### src/sv/tlnef_pkg.sv
package tlnef_pkg;

  // Configuration register indexes
  typedef enum logic [2:0] {
    CFG_SQUEEZE_BLANK    = 3'd0,
    CFG_NUMBER_NONBLANK  = 3'd1,
    CFG_NUMBER_ALL       = 3'd2,
    CFG_SHOW_ENDS        = 3'd3,
    CFG_SHOW_TABS        = 3'd4,
    CFG_SHOW_NONPRINTING = 3'd5
  } cfg_idx_t;

  localparam int CFG_IDX_W = 3;

  // Escape prefix put ahead of the final byte
  typedef enum logic [1:0] {
    PFX_NONE,        // no prefix
    PFX_CARET,       // "^"
    PFX_META,        // "M-"
    PFX_META_CARET   // "M-^"
  } pfx_t;

  // Character codes
  localparam logic [7:0] CH_TAB    = 8'h09;
  localparam logic [7:0] CH_NL     = 8'h0A;
  localparam logic [7:0] CH_SPACE  = 8'h20;
  localparam logic [7:0] CH_DOLLAR = 8'h24;
  localparam logic [7:0] CH_DASH   = 8'h2D;
  localparam logic [7:0] CH_QMARK  = 8'h3F;
  localparam logic [7:0] CH_M      = 8'h4D;
  localparam logic [7:0] CH_CARET  = 8'h5E;
  localparam logic [7:0] CH_DEL    = 8'h7F;
  localparam logic [7:0] CH_TAB_SHOWN = 8'h49;   // 'I'
  localparam logic [3:0] CH_DIGIT_HI  = 4'h3;    // upper nibble of '0'..'9'

  // Byte class bounds for meta notation
  localparam logic [7:0] META_LO     = 8'd128;
  localparam logic [7:0] META_CTL_HI = 8'd159;
  localparam logic [7:0] META_TOP    = 8'd255;
  localparam logic [7:0] CTL_END     = 8'd32;
  localparam logic [7:0] CARET_OFS   = 8'd64;

endpackage

### src/sv/text_line_number_escape_filter.sv
// Text line-numbering and escape filter, cat-style formatting.
// Input channel in_*: one raw text byte per transaction (in_tdata).
// Output channel out_*: formatted bytes (out_tdata); out_tlast marks the last
// byte produced by one input byte. A squeezed repeated empty line produces no
// output transaction at all.
// Configuration channel cfg_*: cfg_index selects the option register
// (0 squeeze blank, 1 number non-empty, 2 number all, 3 show ends,
// 4 show tabs, 5 show nonprinting), bit cfg_data is written; other indexes
// are ignored. cfg_ready is always high; write only while the block is idle.
// An accepted input byte waits in the stage register while its output bytes
// go out one per cycle through the output register unless out_tready stalls
// it; an item has up to NUMBER_DIGITS + 5 output bytes, with a line number
// and an "M-^" escape.
// The output register and the stage register decouple the two sides: a new
// byte is taken only into an empty stage or in the same cycle the previous
// item hands over its last byte. When out_tready is low the output holds and
// the stage stops. Reset (rst_n low at a clock edge) clears all options, the
// line count and the line flags (after a newline).
module text_line_number_escape_filter #(
  parameter int NUMBER_DIGITS = 6
) (
  input  logic                           clk,
  input  logic                           rst_n,
  // in_tdata: [7:0] in_byte
  input  logic                           in_tvalid,
  output logic                           in_tready,
  input  logic [7:0]                     in_tdata,
  // out_tdata: [7:0] out_byte
  output logic                           out_tvalid,
  input  logic                           out_tready,
  output logic [7:0]                     out_tdata,
  output logic                           out_tlast,
  input  logic                           cfg_valid,
  output logic                           cfg_ready,
  input  logic [tlnef_pkg::CFG_IDX_W-1:0] cfg_index,
  input  logic                           cfg_data
);

  localparam int CNT_W = 4 * NUMBER_DIGITS;
  localparam int LEN_W = $clog2(NUMBER_DIGITS + 7);
  localparam int POS_W = (NUMBER_DIGITS > 1) ? $clog2(NUMBER_DIGITS) : 1;

  // Option registers
  logic sq_blank_r, num_nonblank_r, num_all_r, show_ends_r, show_tabs_r, show_np_r;

  // Line state
  logic             prev_nl_r, prev_nl_nxt;
  logic             sq_armed_r, sq_armed_nxt;
  logic             in_line_r, in_line_nxt;
  logic [CNT_W-1:0] line_count_r, line_count_nxt;

  // Stage register
  logic                 stg_valid_r, stg_valid_nxt;
  logic [LEN_W-1:0]     stg_idx_r, stg_idx_nxt;
  logic                 stg_num_r;
  logic                 stg_dollar_r;
  tlnef_pkg::pfx_t      stg_pfx_r;
  logic [7:0]           stg_fin_r;

  // Output register
  logic       out_valid_r, out_valid_nxt;
  logic [7:0] out_byte_r;
  logic       out_last_r;

  // Accept-side decode
  logic            fire, is_nl, squeezed, do_num;
  tlnef_pkg::pfx_t pfx_in;
  logic [7:0]      fin_in;
  logic            cnt_max;
  logic [CNT_W-1:0] cnt_inc;
  logic             carry;

  // Emit-side selection
  logic             adv, stg_last;
  logic [LEN_W-1:0] stg_len, rem;
  logic [1:0]       plen;
  logic             done;
  logic [7:0]       emit_byte;
  logic [7:0]       dig_chr [NUMBER_DIGITS];
  logic [NUMBER_DIGITS:0] hi_zero;
  logic             bcd_ok;

  assign cfg_ready  = 1'b1;
  assign out_tvalid = out_valid_r;
  assign out_tdata  = out_byte_r;
  assign out_tlast  = out_last_r;

  // Stage moves a byte into the output register when it is empty or being read
  assign adv       = stg_valid_r && (!out_valid_r || out_tready);
  assign in_tready = !stg_valid_r || (adv && stg_last);
  assign fire      = in_tvalid && in_tready;

  // Classify the incoming byte and decide numbering
  always_comb begin
    is_nl    = (in_tdata == tlnef_pkg::CH_NL);
    squeezed = sq_blank_r && prev_nl_r && is_nl && sq_armed_r;
    do_num   = 1'b0;
    in_line_nxt = in_line_r;
    if (num_nonblank_r) begin
      if (!is_nl) begin
        if (!in_line_r) begin
          do_num      = 1'b1;
          in_line_nxt = 1'b1;
        end
      end else begin
        in_line_nxt = 1'b0;
      end
    end else if (num_all_r) begin
      do_num = prev_nl_r;
    end
  end

  // Saturating BCD increment of the line count
  always_comb begin
    cnt_max = 1'b1;
    for (int i = 0; i < NUMBER_DIGITS; i++) begin
      if (line_count_r[4*i +: 4] != 4'd9) cnt_max = 1'b0;
    end
    carry   = 1'b1;
    cnt_inc = line_count_r;
    for (int i = 0; i < NUMBER_DIGITS; i++) begin
      if (carry) begin
        if (line_count_r[4*i +: 4] == 4'd9) begin
          cnt_inc[4*i +: 4] = 4'd0;
        end else begin
          cnt_inc[4*i +: 4] = line_count_r[4*i +: 4] + 4'd1;
          carry = 1'b0;
        end
      end
    end
  end

  // Pick the escape prefix and the final byte
  always_comb begin
    pfx_in = tlnef_pkg::PFX_NONE;
    fin_in = in_tdata;
    if (show_tabs_r && in_tdata == tlnef_pkg::CH_TAB) begin
      pfx_in = tlnef_pkg::PFX_CARET;
      fin_in = tlnef_pkg::CH_TAB_SHOWN;
    end else if (show_np_r) begin
      if (in_tdata >= tlnef_pkg::META_LO && in_tdata <= tlnef_pkg::META_CTL_HI) begin
        pfx_in = tlnef_pkg::PFX_META_CARET;
        fin_in = in_tdata - tlnef_pkg::CARET_OFS;
      end else if ((in_tdata < tlnef_pkg::CTL_END && in_tdata != tlnef_pkg::CH_NL &&
                    in_tdata != tlnef_pkg::CH_TAB) || in_tdata == tlnef_pkg::CH_DEL) begin
        pfx_in = tlnef_pkg::PFX_CARET;
        fin_in = (in_tdata == tlnef_pkg::CH_DEL) ? tlnef_pkg::CH_QMARK
                                                 : in_tdata + tlnef_pkg::CARET_OFS;
      end else if (in_tdata > tlnef_pkg::META_CTL_HI && in_tdata < tlnef_pkg::META_TOP) begin
        pfx_in = tlnef_pkg::PFX_META;
        fin_in = in_tdata - tlnef_pkg::META_LO;
      end else if (in_tdata == tlnef_pkg::META_TOP) begin
        pfx_in = tlnef_pkg::PFX_META_CARET;
        fin_in = tlnef_pkg::CH_QMARK;
      end
    end
  end

  // Next line state; a squeezed newline leaves everything as it is
  always_comb begin
    prev_nl_nxt    = prev_nl_r;
    sq_armed_nxt   = sq_armed_r;
    line_count_nxt = line_count_r;
    if (fire && !squeezed) begin
      prev_nl_nxt  = is_nl;
      sq_armed_nxt = prev_nl_r && is_nl;
      if (do_num && !cnt_max) line_count_nxt = cnt_inc;
    end
  end

  // Line number digits, most significant first, leading zeros as spaces.
  // The count only changes when a new item enters the stage, so the stage
  // reads it directly.
  always_comb begin
    hi_zero[NUMBER_DIGITS] = 1'b1;
    for (int k = NUMBER_DIGITS - 1; k >= 0; k--) begin
      hi_zero[k] = hi_zero[k+1] && (line_count_r[4*k +: 4] == 4'd0);
    end
    for (int p = 0; p < NUMBER_DIGITS; p++) begin
      if (hi_zero[NUMBER_DIGITS-1-p] && p != NUMBER_DIGITS - 1) begin
        dig_chr[p] = tlnef_pkg::CH_SPACE;
      end else begin
        dig_chr[p] = {tlnef_pkg::CH_DIGIT_HI, line_count_r[4*(NUMBER_DIGITS-1-p) +: 4]};
      end
    end
  end

  // Length of the staged item's output run
  always_comb begin
    unique case (stg_pfx_r)
      tlnef_pkg::PFX_NONE:       plen = 2'd0;
      tlnef_pkg::PFX_CARET:      plen = 2'd1;
      tlnef_pkg::PFX_META:       plen = 2'd2;
      tlnef_pkg::PFX_META_CARET: plen = 2'd3;
      default:                   plen = 2'd0;
    endcase
    stg_len = (stg_num_r ? LEN_W'(NUMBER_DIGITS + 1) : LEN_W'(0))
            + LEN_W'(stg_dollar_r) + LEN_W'(plen) + LEN_W'(1);
    stg_last = (stg_idx_r == stg_len - LEN_W'(1));
  end

  // Select the byte at the current run position
  always_comb begin
    rem       = stg_idx_r;
    done      = 1'b0;
    emit_byte = stg_fin_r;
    if (stg_num_r) begin
      if (rem < LEN_W'(NUMBER_DIGITS)) begin
        emit_byte = dig_chr[rem[POS_W-1:0]];
        done      = 1'b1;
      end else if (rem == LEN_W'(NUMBER_DIGITS)) begin
        emit_byte = tlnef_pkg::CH_TAB;
        done      = 1'b1;
      end else begin
        rem = rem - LEN_W'(NUMBER_DIGITS + 1);
      end
    end
    if (!done && stg_dollar_r) begin
      if (rem == LEN_W'(0)) begin
        emit_byte = tlnef_pkg::CH_DOLLAR;
        done      = 1'b1;
      end else begin
        rem = rem - LEN_W'(1);
      end
    end
    if (!done && rem < LEN_W'(plen)) begin
      unique case (stg_pfx_r)
        tlnef_pkg::PFX_CARET: emit_byte = tlnef_pkg::CH_CARET;
        tlnef_pkg::PFX_META:
          emit_byte = (rem == LEN_W'(0)) ? tlnef_pkg::CH_M : tlnef_pkg::CH_DASH;
        tlnef_pkg::PFX_META_CARET:
          emit_byte = (rem == LEN_W'(0)) ? tlnef_pkg::CH_M :
                      (rem == LEN_W'(1)) ? tlnef_pkg::CH_DASH : tlnef_pkg::CH_CARET;
        default: emit_byte = stg_fin_r;
      endcase
    end
  end

  // Stage and output control
  always_comb begin
    stg_valid_nxt = stg_valid_r;
    stg_idx_nxt   = stg_idx_r;
    if (adv) begin
      if (stg_last) begin
        stg_valid_nxt = 1'b0;
      end else begin
        stg_idx_nxt = stg_idx_r + LEN_W'(1);
      end
    end
    if (fire && !squeezed) begin
      stg_valid_nxt = 1'b1;
      stg_idx_nxt   = '0;
    end
    out_valid_nxt = out_valid_r;
    if (adv) out_valid_nxt = 1'b1;
    else if (out_tready) out_valid_nxt = 1'b0;
  end

  // Control registers
  always_ff @(posedge clk) begin
    if (!rst_n) begin
      sq_blank_r     <= 1'b0;
      num_nonblank_r <= 1'b0;
      num_all_r      <= 1'b0;
      show_ends_r    <= 1'b0;
      show_tabs_r    <= 1'b0;
      show_np_r      <= 1'b0;
      prev_nl_r      <= 1'b1;
      sq_armed_r     <= 1'b0;
      in_line_r      <= 1'b0;
      line_count_r   <= '0;
      stg_valid_r    <= 1'b0;
      stg_idx_r      <= '0;
      out_valid_r    <= 1'b0;
    end else begin
      if (cfg_valid && cfg_ready) begin
        unique case (cfg_index)
          tlnef_pkg::CFG_SQUEEZE_BLANK:    sq_blank_r     <= cfg_data;
          tlnef_pkg::CFG_NUMBER_NONBLANK:  num_nonblank_r <= cfg_data;
          tlnef_pkg::CFG_NUMBER_ALL:       num_all_r      <= cfg_data;
          tlnef_pkg::CFG_SHOW_ENDS:        show_ends_r    <= cfg_data;
          tlnef_pkg::CFG_SHOW_TABS:        show_tabs_r    <= cfg_data;
          tlnef_pkg::CFG_SHOW_NONPRINTING: show_np_r      <= cfg_data;
          default: ;
        endcase
      end
      prev_nl_r    <= prev_nl_nxt;
      sq_armed_r   <= sq_armed_nxt;
      if (fire && !squeezed) in_line_r <= in_line_nxt;
      line_count_r <= line_count_nxt;
      stg_valid_r  <= stg_valid_nxt;
      stg_idx_r    <= stg_idx_nxt;
      out_valid_r  <= out_valid_nxt;
    end
  end

  // Payload registers
  always_ff @(posedge clk) begin
    if (fire && !squeezed) begin
      stg_num_r    <= do_num;
      stg_dollar_r <= show_ends_r && is_nl;
      stg_pfx_r    <= pfx_in;
      stg_fin_r    <= fin_in;
    end
    if (adv) begin
      out_byte_r <= emit_byte;
      out_last_r <= stg_last;
    end
  end

  // Every count digit stays a decimal digit
  always_comb begin
    bcd_ok = 1'b1;
    for (int i = 0; i < NUMBER_DIGITS; i++) begin
      if (line_count_r[4*i +: 4] > 4'd9) bcd_ok = 1'b0;
    end
  end

`ifndef ASSERT_OFF
  a_idx_in_run: assert property (@(posedge clk) disable iff (!rst_n)
    stg_valid_r |-> (stg_idx_r < stg_len))
    else $error("stage position beyond its run");

  a_no_overwrite: assert property (@(posedge clk) disable iff (!rst_n)
    (in_tready && stg_valid_r) |-> (adv && stg_last))
    else $error("input taken while stage still holds bytes");

  a_bcd_count: assert property (@(posedge clk) disable iff (!rst_n)
    bcd_ok)
    else $error("line count holds a non-decimal digit");

  a_drain_empties: assert property (@(posedge clk) disable iff (!rst_n)
    (adv && stg_last && !fire) |=> !stg_valid_r)
    else $error("stage not emptied after its last byte");

  a_nl_tracked: assert property (@(posedge clk) disable iff (!rst_n)
    (fire && is_nl) |=> prev_nl_r)
    else $error("newline not recorded");
`endif

endmodule

### config.mk
export PLATFORM = sky130hd
export DESIGN_NAME = text_line_number_escape_filter
export DESIGN_NICKNAME = d
export VERILOG_FILES = /design/src/sv/tlnef_pkg.sv /design/src/sv/text_line_number_escape_filter.sv
export SDC_FILE = /design/constraint.sdc
export NUM_CORES = 1
export LEC_CHECK = 0
export BUFFER_PORTS_ARGS = -buffer_cell sky130_fd_sc_hd__buf_2
export CAP_MARGIN = 20
export CORE_UTILIZATION = 43
export DETAILED_ROUTE_END_ITERATION = 6
export GPL_TIMING_DRIVEN = 1
export PLACE_DENSITY_LB_ADDON = 0.12
export SYNTH_ARGS = -nofsm -noshare
export SYNTH_HDL_FRONTEND = slang
export SYNTH_SLANG_ARGS = --single-unit
export TNS_END_PERCENT = 10
### constraint.sdc
create_clock -name clk -period 7.35 [get_ports clk]
set_clock_uncertainty 0.15 [all_clocks]
set_input_delay 2.205 -clock clk [delete_from_list [all_inputs] [get_ports clk]]
set_output_delay 2.205 -clock clk [all_outputs]
set_load 0.01 [all_outputs]
==> impl_metrics.csv <==
group,metric,value,unit
final_layout,fin_util,48.5,%
detailed_routing,drt_pass1_iterations,4,
power,power_density,231,nW/um^2
clock_network,ctsHoldBuffers,0,
clock_network,cts_tree,"built",
synthesis,ys.flop_type,"dfxtp_1",
synthesis,synth_edf_count,21,
worst_setup_path,reg2regPathDepth,10,
synthesis,synth_compound_gate_area_share,15.1,%
worst_setup_path,endpoint,"in_tready",
synthesis,synthAdderAreaFrac,3.98,%
detailed_routing,drc,0,
clock_network,clk_latency,0.34,ns
synthesis,ys_warn_count,0,
final_layout,syn_to_final_growth,9.68,%
sta,relSlewSlack,48.5,%
worst_setup_path,cpPeakStageDelay,0.64,ns
power,p_seq_share,43.7,%
grt,grt_pass1_vias,2744,
detailed_routing,totalWireLength,8420,um
placement,gp_congestion,0.829,
worst_setup_path,critPathTopFamily,"adder cells",
sta,finalCritPeriodShare,70.5,%
sta,rsz0062_at_grt,"no",
placement,io_buffers,27,
sta,postLayoutSetupSlackWorst,2.17,ns
power,comb_power_share,23.7,%
floorplanning,start_util,44.2,%
placement,hpwl,6120,um
floorplanning,die_width,96.5,um
clock_network,cts_buffer_depth,2,
worst_setup_path,cpMaxStageDelayCell,"edfxtp_1",
floorplanning,dieArea,9310,um^2
worst_setup_path,cp-start-kind,"flop",
sta,max_slew.worst_pin.slew,0.772,ns
grt,grt_max_degree,40,
grt,overflow,0,
run_status,status,"complete, no violations",
detailed_routing,ant_nets,0,
worst_setup_path,reg2reg_from,"stg_idx_r[0]",
synthesis,synth_nets,459,
power,p_int,679,uW
sta,fin_tns_setup,0,ns
power,switching_power,295,uW
final_layout,insertedDiodeCount,0,
synthesis,avgSynthCellArea,8.90,um^2
synthesis,async_flop_share,0,%
worst_setup_path,reg2reg_to,"out_tdata[4]",
final_layout,final_nets,473,
synthesis,synth_xor_area_share,4.73,%
worst_setup_path,worstPathArrival,2.83,ns
hold_path,hp-class,"flop to flop",
final_layout,drive_above_1_share,11.3,%
sta,max_freq,193,MHz
worst_setup_path,path_buf_inv,2,
synthesis,ys_ff_latch,60,
grt,grt.total_usage,19.5,%
floorplanning,rows,34,
detailed_routing,vias,3085,
synthesis,yosys-mux-area-fraction,6.36,%
sta,slew_violations,0,
final_layout,fillerInstances,833,
run,maxCapViolations,0,
worst_setup_path,cp-startpoint,"stg_num_r",
power,clockPowerShare,32.6,%
worst_setup_path,worstSetupPathType,"flop to output pin",
detailed_routing,drt-initial-drc-count,113,
clock_network,cts_setup_buffers,0,
clock_network,ctsResizeCount,0,
sta,hold_violations,0,
worst_setup_path,worst_setup_path_end_kind,"output pin",
synthesis,synth_area,3840,um^2
grt,antenna_found_initial,0,
sta,setup_viol,0,
power,ir_worst_vdd,0.104,mV
sta,period_minus_slack,5.18,ns
detailed_routing,avgRoutedWirePerCell,15.1,um
synthesis,ys_seq_area_share,36.8,%
floorplanning,die_y,96.5,um
synthesis,synth_cell_type_count,70,
worst_setup_path,cp.depth,9,
worst_setup_path,path_max_fanout,17,
synthesis,syn_inst,431,
grt,grt_pass1_wl,13600,um
clock_network,path_clk_slew,0.07,ns
worst_setup_path,crit_chain,"fa_1 -> inv_1 -> fa_1 -> xor2_1 -> nand3_1 -> nor2_1 -> nand2_1 -> nand2_1 -> buf_2",
power,swShare,30.3,%
worst_setup_path,ff2ff_setup_slack,3.06,ns
clock_network,h-tree-depth,3,
synthesis,yosys.area_share.simple,27.9,%
floorplanning,io_pins,29,
detailed_routing,post_drt_via_cell_ratio,5.53,
clock_network,cts_root_buffer,"clkbuf_8",
placement,dp_slack,2.19,ns
clock_network,cts_buffers,9,
synthesis,synth_top_family_by_area,"simple AND/OR/NAND/NOR gates",
power,leakagePower,1.61,nW
worst_setup_path,required,4.99,ns
floorplanning,core_area,8680,um^2
clock_network,clkSinkCount,60,
==> placed cells by master (no fill, tap or decap), drive strengths merged, types with 3 or more instances in the layout <==
cell,n
nand2,31
nor3,6
nand3,15
nand4bb,3
ha,9
mux2i,12
or3,4
xor2,9
edfxtp,21
nor3b,9
or2,3
o211ai,5
nand4,6
o21a,5
and3,6
o22ai,3
nand2b,9
nor2,34
a21oi,15
clkbuf,13
a21boi,12
and2,11
dfxtp,39
o21ai,17
mux4,4
buf,28
nor4,7
nor2b,26
o31ai,3
inv,24
o221a,3
nand4b,5
mux2,3
xnor2,9
==> tightest hold or removal path, stage by stage (launching register included) <==
cell and delay, ns:
dfxtp_1 0.32, a21oi_1 0.06, nor2b_1 0.10
==> power groups by stage <==
stage | sequential (mW) | combinational, mW | clock (mW)
after global placement | 0.432 | 0.228 | 0
after global routing | 0.432 | 0.257 | 0.339
after detailed placement | 0.432 | 0.231 | 0
after CTS | 0.425 | 0.232 | 0.324
final | 0.425 | 0.231 | 0.317
after floorplan | 0.419 | 0.179 | 0
==> cells in the mapped netlist, types with 4 or more instances <==
cell	n	area, um^2
and3_1	6	37.5
edfxtp_1	21	631
clkbuf_1	21	78.8
and2_1	11	68.8
mux2i_1	12	120
or3_1	4	25.0
o21ai_0	8	40.0
xnor2_1	9	78.8
nand2b_1	9	56.3
mux4_2	4	90.1
nor2_1	34	128
nor3_1	5	25.0
nor4_1	7	43.8
xor2_1	9	78.8
nand2_1	31	116
o211ai_1	5	37.5
o21ai_1	9	45.0
ha_1	9	113
nor3b_1	8	60.1
nand4_1	6	37.5
o21a_1	5	37.5
nor2b_1	26	163
dfxtp_1	39	781
nand3_1	15	75.1
nand4b_1	5	43.8
inv_1	23	86.3
a21oi_1	15	75.1
a21boi_1	9	67.6
==> metal layers <==
layer / routed length [um] / vias to the layer above / part of all wire [%] / GRT usage (%)
met3: 331 / 19 / 3.9 / 4.85
met4: 195 / 0 / 2.3 / 7.60
li1: - / 1579 / - / -
met1: 4290 / 1430 / 51 / 27.1
met5: 0 / - / 0 / 0
met2: 3610 / 57 / 43 / 28.9
==> registers in the layout, indices dropped and copies added, names as in the netlist <==
name and cells:
line_count_r 24, num_all_r 1, sq_blank_r 1, stg_valid_r 1
stg_pfx_r 2, show_ends_r 1, prev_nl_r 1, out_tdata 8
in_line_r 1, stg_num_r 1, out_tlast 1, show_tabs_r 1
stg_idx_r 4, stg_fin_r 8, stg_dollar_r 1, sq_armed_r 1
num_nonblank_r 1, show_np_r 1, out_tvalid 1
==> area by class of cell <==
cell class | count | area [um^2] | area share, %
clock inverter | 3 | 63.8 | 1.52
inverter | 24 | 90.1 | 2.14
timing repair buffer | 28 | 140 | 3.33
tap | 108 | 135 | 3.21
sequential | 60 | 1410 | 33.5
multi-input combinational | 322 | 2230 | 53.0
clock buffer | 13 | 139 | 3.30
==> metrics by stage <==
step	total power, mW	std cells	cell area [um^2]	hold WS [ns]
floorplan	0.598	431	3840	0.307
global placement	0.659	541	4000	0.331
detailed placement	0.663	541	4000	0.336
CTS	0.981	557	4200	0.364
global route	1.03	558	4210	0.400
finish	0.974	558	4210	0.357
==> logic make-up (layout without fill, tap and decap cells) <==
group,count (synthesis),count (layout)
buffers and inverters,49,68
AO/OA/AOI/OAI,84,84
XOR/XNOR,19,19
AND/OR/NAND/NOR,188,188
adder cells (fa/ha/maj),11,11
multiplexers,19,19
flip-flops,60,60
other,1,1
==> worst min-delay path by stage <==
stage	endpoint	cells after the start	start
after floorplan	out_tvalid	2	stg_valid_r
after global placement	in_line_r	2	in_line_r
after detailed placement	in_line_r	2	in_line_r
after CTS	in_line_r	2	in_line_r
after global routing	out_tvalid	2	stg_valid_r
final	in_line_r	2	in_line_r
Note: power is estimated with default switching activity, not from simulation.
